[src/rtl/gbu_pkg.sv]
package gbu_pkg;

  localparam int unsigned ByteW  = 8;
  localparam int unsigned DimW   = 16;
  localparam int unsigned CountW = 4;   // pixel count of one run, 1..8
  localparam int unsigned IdxW   = 3;   // pixel index within a run, 0..7

  localparam logic [1:0] RegInputFormat = 2'd0;
  localparam logic [1:0] RegImageWidth  = 2'd1;
  localparam logic [1:0] RegImageHeight = 2'd2;

  localparam logic FmtAscii  = 1'b0;
  localparam logic FmtBinary = 1'b1;

  localparam logic [ByteW-1:0] CharCr = 8'd13;
  localparam logic [ByteW-1:0] CharLf = 8'd10;
  localparam logic [ByteW-1:0] CharA  = 8'd65;
  // (byte - 'A' + 10) mod 16 equals the low nibble plus 9; '0' is 0 mod 16.
  localparam logic [3:0]       LetterOffset = 4'd9;

  localparam logic [CountW-1:0] MaxAscii  = 4'd4;
  localparam logic [CountW-1:0] MaxBinary = 4'd8;

  typedef struct packed {
    logic            fmt;
    logic [DimW-1:0] width;
    logic [DimW-1:0] height;
  } cfg_t;

  typedef struct packed {
    logic [DimW-1:0] col;
    logic [DimW-1:0] row;
    logic            pad;
    logic            done;
  } walk_t;

  typedef struct packed {
    logic              load;
    logic [ByteW-1:0]  bits;
    logic [CountW-1:0] count;
    logic [DimW-1:0]   col;
    logic [DimW-1:0]   row;
    logic              image_end;
  } run_t;

endpackage

[src/rtl/gbu_byte_decode.sv]
// Turns one byte and the current position into a run of up to eight pixels
// and the position that follows it.
module gbu_byte_decode (
  input  gbu_pkg::cfg_t               cfg_i,
  input  gbu_pkg::walk_t              walk_i,
  input  logic [gbu_pkg::ByteW-1:0]   data_byte_i,
  output gbu_pkg::walk_t              walk_o,
  output gbu_pkg::run_t               run_o
);

  logic                       ascii;
  logic                       empty;
  logic [gbu_pkg::DimW-1:0]   col0;
  logic [gbu_pkg::DimW-1:0]   row0;
  logic [gbu_pkg::DimW-1:0]   row1;
  logic [gbu_pkg::DimW-1:0]   remaining;
  logic [gbu_pkg::DimW-1:0]   col_end;
  logic [gbu_pkg::CountW-1:0] maxn;
  logic [gbu_pkg::CountW-1:0] n;
  logic [3:0]                 nibble;
  logic                       line_break;
  logic                       pad_width;

  assign ascii     = (cfg_i.fmt == gbu_pkg::FmtAscii);
  assign empty     = (cfg_i.width == '0) || (cfg_i.height == '0);
  assign col0      = (walk_i.col >= cfg_i.width) ? '0 : walk_i.col;
  assign row0      = (walk_i.col >= cfg_i.width) ? walk_i.row + 1'b1 : walk_i.row;
  assign row1      = row0 + 1'b1;
  assign remaining = cfg_i.width - col0;
  assign maxn      = ascii ? gbu_pkg::MaxAscii : gbu_pkg::MaxBinary;
  assign n         = (remaining < {{(gbu_pkg::DimW-gbu_pkg::CountW){1'b0}}, maxn}) ?
                     remaining[gbu_pkg::CountW-1:0] : maxn;
  assign col_end   = col0 + {{(gbu_pkg::DimW-gbu_pkg::CountW){1'b0}}, n};
  assign nibble    = (data_byte_i >= gbu_pkg::CharA) ?
                     data_byte_i[3:0] + gbu_pkg::LetterOffset : data_byte_i[3:0];
  assign line_break = (data_byte_i == gbu_pkg::CharCr) || (data_byte_i == gbu_pkg::CharLf);
  assign pad_width  = (cfg_i.width[2:0] >= 3'd1) && (cfg_i.width[2:0] <= 3'd4);

  always_comb begin
    walk_o          = walk_i;
    run_o.load      = 1'b0;
    run_o.bits      = ascii ? {4'd0, nibble} : data_byte_i;
    run_o.count     = n;
    run_o.col       = col0;
    run_o.row       = row0;
    run_o.image_end = 1'b0;
    if (!(walk_i.done || empty)) begin
      walk_o.col = col0;
      walk_o.row = row0;
      if (row0 >= cfg_i.height) begin
        walk_o.done = 1'b1;
      end else if (walk_i.pad) begin
        walk_o.pad = 1'b0;
      end else if (!(ascii && line_break)) begin
        run_o.load = 1'b1;
        if (col_end >= cfg_i.width) begin
          walk_o.col = '0;
          walk_o.row = row1;
          if (row1 >= cfg_i.height) begin
            walk_o.done     = 1'b1;
            run_o.image_end = 1'b1;
          end else if (ascii && pad_width) begin
            walk_o.pad = 1'b1;
          end
        end else begin
          walk_o.col = col_end;
        end
      end
    end
  end

endmodule

[src/rtl/grob_bitmap_unpacker_top.sv]
// The first pixel of a byte appears in the cycle after the byte is taken.
// A byte gives 1 to 8 pixels, which leave the run register one pixel per cycle
// while out_stall_i is low; a byte that gives no pixels leaves it empty.
// The next byte is taken in the cycle that the last pixel of a run leaves.
// Reset (rst_ni, asynchronous, active low) restores the default bitmap setup
// and returns the walk to row 0, column 0 with no run in flight.
module grob_bitmap_unpacker_top (
  input  logic                              clk_i,
  input  logic                              rst_ni,
  // Configuration write channel.
  input  logic                              cfg_valid_i,
  output logic                              cfg_ready_o,
  input  logic [1:0]                        cfg_index_i,
  input  logic [gbu_pkg::DimW-1:0]          cfg_data_i,
  // Input byte channel.
  input  logic                              in_valid_i,
  output logic                              in_stall_o,
  input  logic [gbu_pkg::ByteW-1:0]         data_byte_i,
  // Pixel result channel.
  output logic                              out_valid_o,
  input  logic                              out_stall_i,
  output logic                              ink_o,
  output logic [gbu_pkg::DimW-1:0]          column_o,
  output logic [gbu_pkg::DimW-1:0]          row_o,
  output logic                              last_of_run_o,
  output logic                              last_of_image_o
);

  gbu_pkg::cfg_t  cfg_q;
  gbu_pkg::walk_t walk_q, walk_d;
  gbu_pkg::run_t  run_d;

  // The run register holds the pixels of one byte and hands them out one per
  // beat, least significant bit first.
  logic                         run_valid_q;
  logic [gbu_pkg::ByteW-1:0]    bits_q;
  logic [gbu_pkg::CountW-1:0]   count_q;
  logic [gbu_pkg::IdxW-1:0]     idx_q;
  logic [gbu_pkg::DimW-1:0]     col_q;
  logic [gbu_pkg::DimW-1:0]     row_q;
  logic                         image_end_q;

  logic in_fire;
  logic out_fire;
  logic run_last;

  assign cfg_ready_o = 1'b1;

  always_ff @(posedge clk_i or negedge rst_ni) begin
    if (!rst_ni) begin
      cfg_q.fmt    <= gbu_pkg::FmtBinary;
      cfg_q.width  <= 16'd131;
      cfg_q.height <= 16'd64;
    end else if (cfg_valid_i && cfg_ready_o) begin
      case (cfg_index_i)
        gbu_pkg::RegInputFormat: cfg_q.fmt    <= cfg_data_i[0];
        gbu_pkg::RegImageWidth:  cfg_q.width  <= cfg_data_i;
        gbu_pkg::RegImageHeight: cfg_q.height <= cfg_data_i;
        default: ;
      endcase
    end
  end

  gbu_byte_decode u_decode (
    .cfg_i       (cfg_q),
    .walk_i      (walk_q),
    .data_byte_i (data_byte_i),
    .walk_o      (walk_d),
    .run_o       (run_d)
  );

  // The last pixel of a run is the one whose index is count - 1.
  assign run_last = ({1'b0, idx_q} + 1'b1) == count_q;
  assign out_fire = run_valid_q && !out_stall_i;

  // A new byte is taken when the run register is empty or is being emptied.
  assign in_stall_o = run_valid_q && !(out_fire && run_last);
  assign in_fire    = in_valid_i && !in_stall_o;

  always_ff @(posedge clk_i or negedge rst_ni) begin
    if (!rst_ni) begin
      walk_q      <= '0;
      run_valid_q <= 1'b0;
      idx_q       <= '0;
    end else begin
      if (in_fire) begin
        walk_q <= walk_d;
      end
      if (in_fire) begin
        run_valid_q <= run_d.load;
        idx_q       <= '0;
      end else if (out_fire) begin
        // The last pixel can reach here only when no byte is offered, since the
        // input is not stalled then; handle both cases.
        if (run_last) begin
          run_valid_q <= 1'b0;
          idx_q       <= '0;
        end else begin
          idx_q <= idx_q + 1'b1;
        end
      end
    end
  end

  always_ff @(posedge clk_i) begin
    if (in_fire && run_d.load) begin
      bits_q      <= run_d.bits;
      count_q     <= run_d.count;
      col_q       <= run_d.col;
      row_q       <= run_d.row;
      image_end_q <= run_d.image_end;
    end else if (out_fire && !run_last) begin
      col_q <= col_q + 1'b1;
    end
  end

  assign out_valid_o     = run_valid_q;
  assign ink_o           = bits_q[idx_q];
  assign column_o        = col_q;
  assign row_o           = row_q;
  assign last_of_run_o   = run_last;
  assign last_of_image_o = image_end_q && run_last;

  // A byte may only enter over a full run register as its last pixel leaves.
  a_no_overrun: assert property (@(posedge clk_i) disable iff (!rst_ni)
    (in_fire && run_valid_q) |-> (out_fire && run_last))
    else $error("byte accepted over a run still in flight");

  // The pixel index never runs past the pixel count of the run.
  a_idx_range: assert property (@(posedge clk_i) disable iff (!rst_ni)
    run_valid_q |-> (({1'b0, idx_q} < count_q) && (count_q != '0)))
    else $error("pixel index outside its run");

  // Once the final pixel of the image is delivered, the walk is marked done.
  a_done_after_end: assert property (@(posedge clk_i) disable iff (!rst_ni)
    (out_fire && last_of_image_o) |=> walk_q.done)
    else $error("image end delivered without the walk marked done");

  // After the last pixel of a run leaves with no new byte, the register is empty.
  a_run_drains: assert property (@(posedge clk_i) disable iff (!rst_ni)
    (out_fire && run_last && !in_fire) |=> !run_valid_q)
    else $error("run register did not drain after its last pixel");

endmodule
[config.mk]
export PLATFORM = sky130hd
export DESIGN_NAME = grob_bitmap_unpacker_top
export DESIGN_NICKNAME = d
export VERILOG_FILES = /design/src/rtl/gbu_pkg.sv /design/src/rtl/gbu_byte_decode.sv /design/src/rtl/grob_bitmap_unpacker_top.sv
export SDC_FILE = /design/constraint.sdc
export NUM_CORES = 1
export LEC_CHECK = 0
export BUFFER_PORTS_ARGS = -buffer_cell sky130_fd_sc_hd__buf_2
export CORE_MARGIN = 1
export CORE_UTILIZATION = 25
export CTS_CLUSTER_SIZE = 10
export DETAILED_ROUTE_END_ITERATION = 7
export GPL_TIMING_DRIVEN = 0
export SYNTH_ARGS = -nofsm -noshare
export SYNTH_HDL_FRONTEND = slang
export SYNTH_SLANG_ARGS = --single-unit
[constraint.sdc]
create_clock -name clk_i -period 19.3 [get_ports clk_i]
set_clock_uncertainty 0.1 [all_clocks]
set_input_delay 1.93 -clock clk_i [delete_from_list [all_inputs] [get_ports clk_i]]
set_output_delay 1.93 -clock clk_i [all_outputs]
set_load 0.02 [all_outputs]
* After elaboration in Yosys (flattened, before gate mapping)
Cells that the tools add are included.
W data, S select, Z words.
** Word-level totals
- Flip-flop bits (word level) :: 116
- Input bits :: 31
- Logic and storage cells :: 108
** Cells by class
- Add/subtract/negate cells :: 8
- $lt $le $gt $ge :: 9
- Equal/unequal tests :: 7
- Muxes and demuxes :: 32
- Bitwise gates (word level) :: 4
- Reductions and logical operators :: 33
** Operators by type and width (count)
- $mux W16 :: 5
- $ge A16 B16 Y1 :: 4
- $add A16 B1 Y16 const B :: 3
- $mux W34 :: 1
- $mux W33 :: 1
- $logic_not A16 Y1 :: 2
- $mux W32 :: 1
- $mux W18 :: 1
- $add A16 B4 Y16 :: 1
- $eq A8 B4 Y1 const B :: 2
- $lt A16 B4 Y1 :: 1
- $mux W4 :: 4
- $sub A16 B16 Y16 :: 1
- $mux W1 :: 15
- $logic_and A1 B1 Y1 :: 10
- $reduce_and A2 Y1 :: 5
- $reduce_bool A2 Y1 :: 5
- $mux W3 :: 3
- $ge A8 B7 Y1 const B :: 1
- $reduce_and A6 Y1 :: 1
- $reduce_or A5 Y1 :: 1
- $add A3 B1 Y4 const B :: 1
- $add A4 B4 Y4 const B :: 1
- $eq A4 B4 Y1 :: 1
- 13 further kinds :: 22

* Longest topological paths before layout
- Word-level depth :: 11
- Mapped depth :: 45
- Depth with buffers taken out :: 40

* Cells and area by module
A second synthesis with hierarchy kept.
** Unflattened totals
- Cells, all modules :: 978
- Area, all modules :: 9392.8 um^2
** By module, submodules not included
- grob_bitmap_unpacker_top :: times used 1, cells an instance 292, area each 4727.0 um^2
- gbu_byte_decode :: times used 1, cells an instance 686, area each 4665.7 um^2

* Worst setup path after synthesis
Ideal clock, no wire load.
- Path type :: reg-to-reg
- Start :: register cfg_q[16] (netlist bit)
- End :: register walk_q[23] (netlist bit)
- Library setup time :: 82 ps
- Data arrival time :: 8239 ps
- Path slack :: 10878 ps
- Cell stages (with the launch flop) :: 42
- Buffers on the path :: 6
- Period minus slack after synthesis :: 8422 ps
- Cells stage by stage :: dfstp_2 -> ha_1 -> nand2b_1 -> a2111oi_0 -> or4b_1 -> buf_2 -> and3_1 -> buf_2 -> buf_1 -> clkbuf_1 -> nand2_1 -> ha_1 -> o21ai_0 -> nand2b_1 -> xor2_1 -> ha_1 -> inv_1 -> o2111ai_1 -> [... 6 more ...] -> ha_1 -> inv_1 -> nor2_1 -> nor2_1 -> nor4_1 -> nand2_1 -> nor3_1 -> nand4_1 -> xor2_1 -> ha_1 -> a21o_1 -> a21oi_1 -> o21ai_0 -> a31oi_1 -> and3_1 -> buf_1 -> nand2_1 -> o22ai_1
** RTL lines
- start: declaration :: line grob_bitmap_unpacker_top.sv:29 : gbu_pkg::cfg_t cfg_q;
- end signal: assignment :: line grob_bitmap_unpacker_top.sv:87 : walk_q <= walk_d;
- end: declaration :: line grob_bitmap_unpacker_top.sv:30 : gbu_pkg::walk_t walk_q, walk_d;

==> summary.txt <==
Status
  • Status: finished clean

Critical path
  • Crit start category: flip-flop
  • Slowest stage cell, crit path: a31oi_1
  • Buf/Inv on CP: 9
  • CP max FO: 10
  • Required time worst endpoint: about 20000 ps
  • CP Class: reg2reg
  • Worst Path Arrival: 11700 ps
  • Most frequent CP cell: ha_1
  • Kind of end point of the critical path: flip-flop
  • CP max stage delay: 670 ps
  • Delay-heaviest family, CP: simple AND/OR/NAND/NOR gates

STA
  • Count of final setup violators: 0
  • Highest Clock Rate: 87.0 MHz
  • Hold_ws: between 300 and 400 ps
  • Final worst-path cycle share: about three fifths
  • Max-slew violations: 0
  • Slew headroom: between 20% and 30%
  • RSZ-0062 raised after global routing: false
  • Tightest Pin Transition: between 1000 and 1500 ps
  • Final setup TNS: 0 ps
  • Final Hold Violating Endpoints: 0
  • Final worst slack: slightly below 8000 ps
  • Crit path time final: around 11000 ps

Clock network
  • Reg clk slew, reported paths: approximately 60 ps
  • Worst-case clock buffer depth: 2
  • Post-CTS Setup Bufs: 0
  • Clock buffers created by TritonCTS: 17
  • CTS Sinks: ~120
  • Root Driver: clkbuf_16
  • Resized cells post-CTS: 0
  • Htree depth: 4
  • Cts hold-fix bufs: 0
  • CTS tree: done
  • Clock insertion delay at the later pin of the skew report: around 430 ps

Route
  • Vias: 7391
  • DR pass1 iterations: 5
  • Remaining DRCs: 0
  • Wire per inst: 16.8 um
  • Post-Route WL: 24.8 mm
  • Initial DRC Count: ~560
  • Post-route ant nets: 0
  • Via/cell ratio: roughly 5

Final layout
  • Cell Count, Final, Fillers Out: about 1500
  • Fillers: around 3600
  • Synth-to-Final Area Change: 17.3%
  • Fin area: 10300 sq um
  • Final Core Density: between 20 and 30%
  • Final nets: around 1100
  • Share of post-route cells with drive strength above 1: roughly 17%

Place
  • DP HPWL: roughly 19 mm
  • Gpl congestion: 0.886
  • Placed Area: a little under 10000 sq um
  • Dpl ws: 8120 ps
  • Dpl cells: 1444
  • Port bufs: 67

GRT
  • Total track usage: between 10 and 15%
  • Vias in the first global route: 7168
  • First-pass GRT wire length: approximately 39 mm
  • Total grt overflow: 0
  • Initial antenna violation count: 8
  • Largest net degree at the start of global routing: just under 60

Die
  • Cell Rows: slightly below 70
  • Boundary Pins: 69
  • Core Area: about 35000 sq um
  • Full die area: between 30000 and 40000 sq um
  • Die extent in x: between 150 and 200 um
  • Initial Util: about 25%
  • DIE HEIGHT: ~190 um

Synth
  • XOR/XNOR share of the synthesized area: a little under 9%
  • Cell area after synthesis: between 8000 and 9000 sq um
  • Yosys warns: 0
  • Top_reg_cell synth: dfrtp_1
  • Synthesized-area fraction occupied by adder cells: a little over an eighth
  • Simple-Gate Fraction of Synth Area: about 18%
  • Net Count, Synth: around 1000
  • Yosys cell types: between 80 and 90
  • Fraction of synthesized area in multiplexers: around 5.6%
  • Post-synth EDFFs: 45
  • Register area share after synthesis: a little over a third
  • Synth Area in Compound Gates: roughly 14%
  • Number of synthesized register bits: between 100 and 150
  • Largest family of logic cells by synthesized area: simple AND/OR/NAND/NOR gates
  • Syn_area_per_cell: roughly 9.5 sq um
  • Post-Synthesis Cells: 921
  • Async SR Flop Fraction: a little over 60%

Min path
  • Min-delay worst type: reg2reg

Power
  • Power Density: between 100 and 150 nW/um^2
  • Final Total Pwr: between 1 and 1.5 mW
  • Leakage power total: between 4 and 5 nW
  • VDD IR max: roughly 0.000066 V

Job
  • Maxcap violations: 0
## synthesized netlist by cell type (all sizes together) (5+ instances only)
library cell  instances  area share (%)
nand2                90             3.9
nor2b                 6            0.43
buf                  14            0.97
a22o                 10             1.0
edfxtp               45              15
nand3                38             2.2
clkbuf               19            0.81
a211oi                7            0.66
inv                  62             2.7
a31oi                10            0.71
and2                 10            0.71
nand2b               11            0.78
and3                 16             1.1
a21o                 16             1.4
xnor2                51             5.2
mux2                 37             4.8
xor2                 33             3.4
nor4                 12            0.93
dfstp                 5             1.5
a21oi                50             2.9
nand4                24             1.8
nor3                 13            0.87
nor2                 57             2.4
o21ai                41             2.4
ha                   91              13
dfrtp                66              19
## cell usage in the layout, fill, tap and decap left out, types with 11 or more instances in the layout
cell type,n
a21o_1,16
a21oi_1,50
and3_1,16
buf_2,74
clkbuf_1,19
clkbuf_16,18
dfrtp_1,66
edfxtp_1,45
ha_1,91
inv_1,62
mux2_2,37
nand2_1,88
nand2b_1,11
nand3_1,38
nand4_1,23
nor2_1,57
nor3_1,12
nor4_1,11
o21ai_0,37
xnor2_1,50
xor2_1,32
## report_power, final
group / switching, mW / internal (mW) / total, mW
Combinational: 0.298 / 0.203 / 0.501
Clock: 0.135 / 0.177 / 0.312
Sequential: 0.0512 / 0.320 / 0.371
Total: 0.484 / 0.699 / 1.18
## layout make-up
class / count / area, sq um / share of cell area, %
Tap cell: 455 / 569 / 5.54
Clock buffer: 18 / 450 / 4.38
Multi-Input combinational cell: 710 / 5240 / 51.0
Inverter: 62 / 233 / 2.26
Timing Repair Buffer: 68 / 365 / 3.55
Buffer: 33 / 156 / 1.52
Clock inverter: 14 / 124 / 1.20
Antenna cell: 2 / 5.00 / 0.0487
Sequential cell: 116 / 3130 / 30.5
## worst register-to-register path: cells and delay by family, from the launching register on
| kind | cells | cell delay [ps] |
|---|---|---|
| AO/OA/AOI/OAI | 9 | 2070 |
| AND/OR/NAND/NOR | 15 | 3800 |
| flip-flops | 1 | 610 |
| multiplexers | 1 | 320 |
| XOR/XNOR | 3 | 600 |
| adder cells (fa/ha/maj) | 5 | 1430 |
| buffers and inverters | 9 | 2430 |
## sequential cells by signal, indices dropped and copies added (netlist names)
register     cells
row_o           16
count_q          4
bits_q           8
image_end_q      1
idx_q            3
out_valid_o      1
cfg_q           33
column_o        16
walk_q          34
## layer usage
layer | GRT usage [%] | up-vias | share of wire [%]
met1 | 18.4 | 3571 | 45
met4 | 4.59 | 12 | 2.0
met2 | 22.0 | 237 | 45
met5 | 0 | - | 0.29
li1 | - | 3531 | -
met3 | 3.52 | 40 | 7.2
## worst paths after layout
kind / cells after the start / endpoint / from / slack (ps)
hold reg to reg: 2 / walk_q[18]$_DFFE_PN0P_ / walk_q[18]$_DFFE_PN0P_ / 380
hold / removal: 2 / walk_q[18]$_DFFE_PN0P_ / walk_q[18]$_DFFE_PN0P_ / 380
min in group asynchronous: 1 / walk_q[9]$_DFFE_PN0P_ / rst_ni / 1260
max in group asynchronous: 2 / cfg_q[6]$_DFFE_PN1P_ / rst_ni / 17220
setup / recovery: 42 / walk_q[15]$_DFFE_PN0P_ / cfg_q[17]$_DFFE_PN1P_ / 7810
setup reg to reg: 42 / walk_q[15]$_DFFE_PN0P_ / cfg_q[17]$_DFFE_PN1P_ / 7810
## cells by family after synthesis
group                    count (synthesis)
AND/OR/NAND/NOR                        304
AO/OA/AOI/OAI                          185
flip-flops                             116
buffers and inverters                   95
adder cells (fa/ha/maj)                 93
XOR/XNOR                                85
multiplexers                            42
other                                    1
Power figures use the tool's default switching activity.
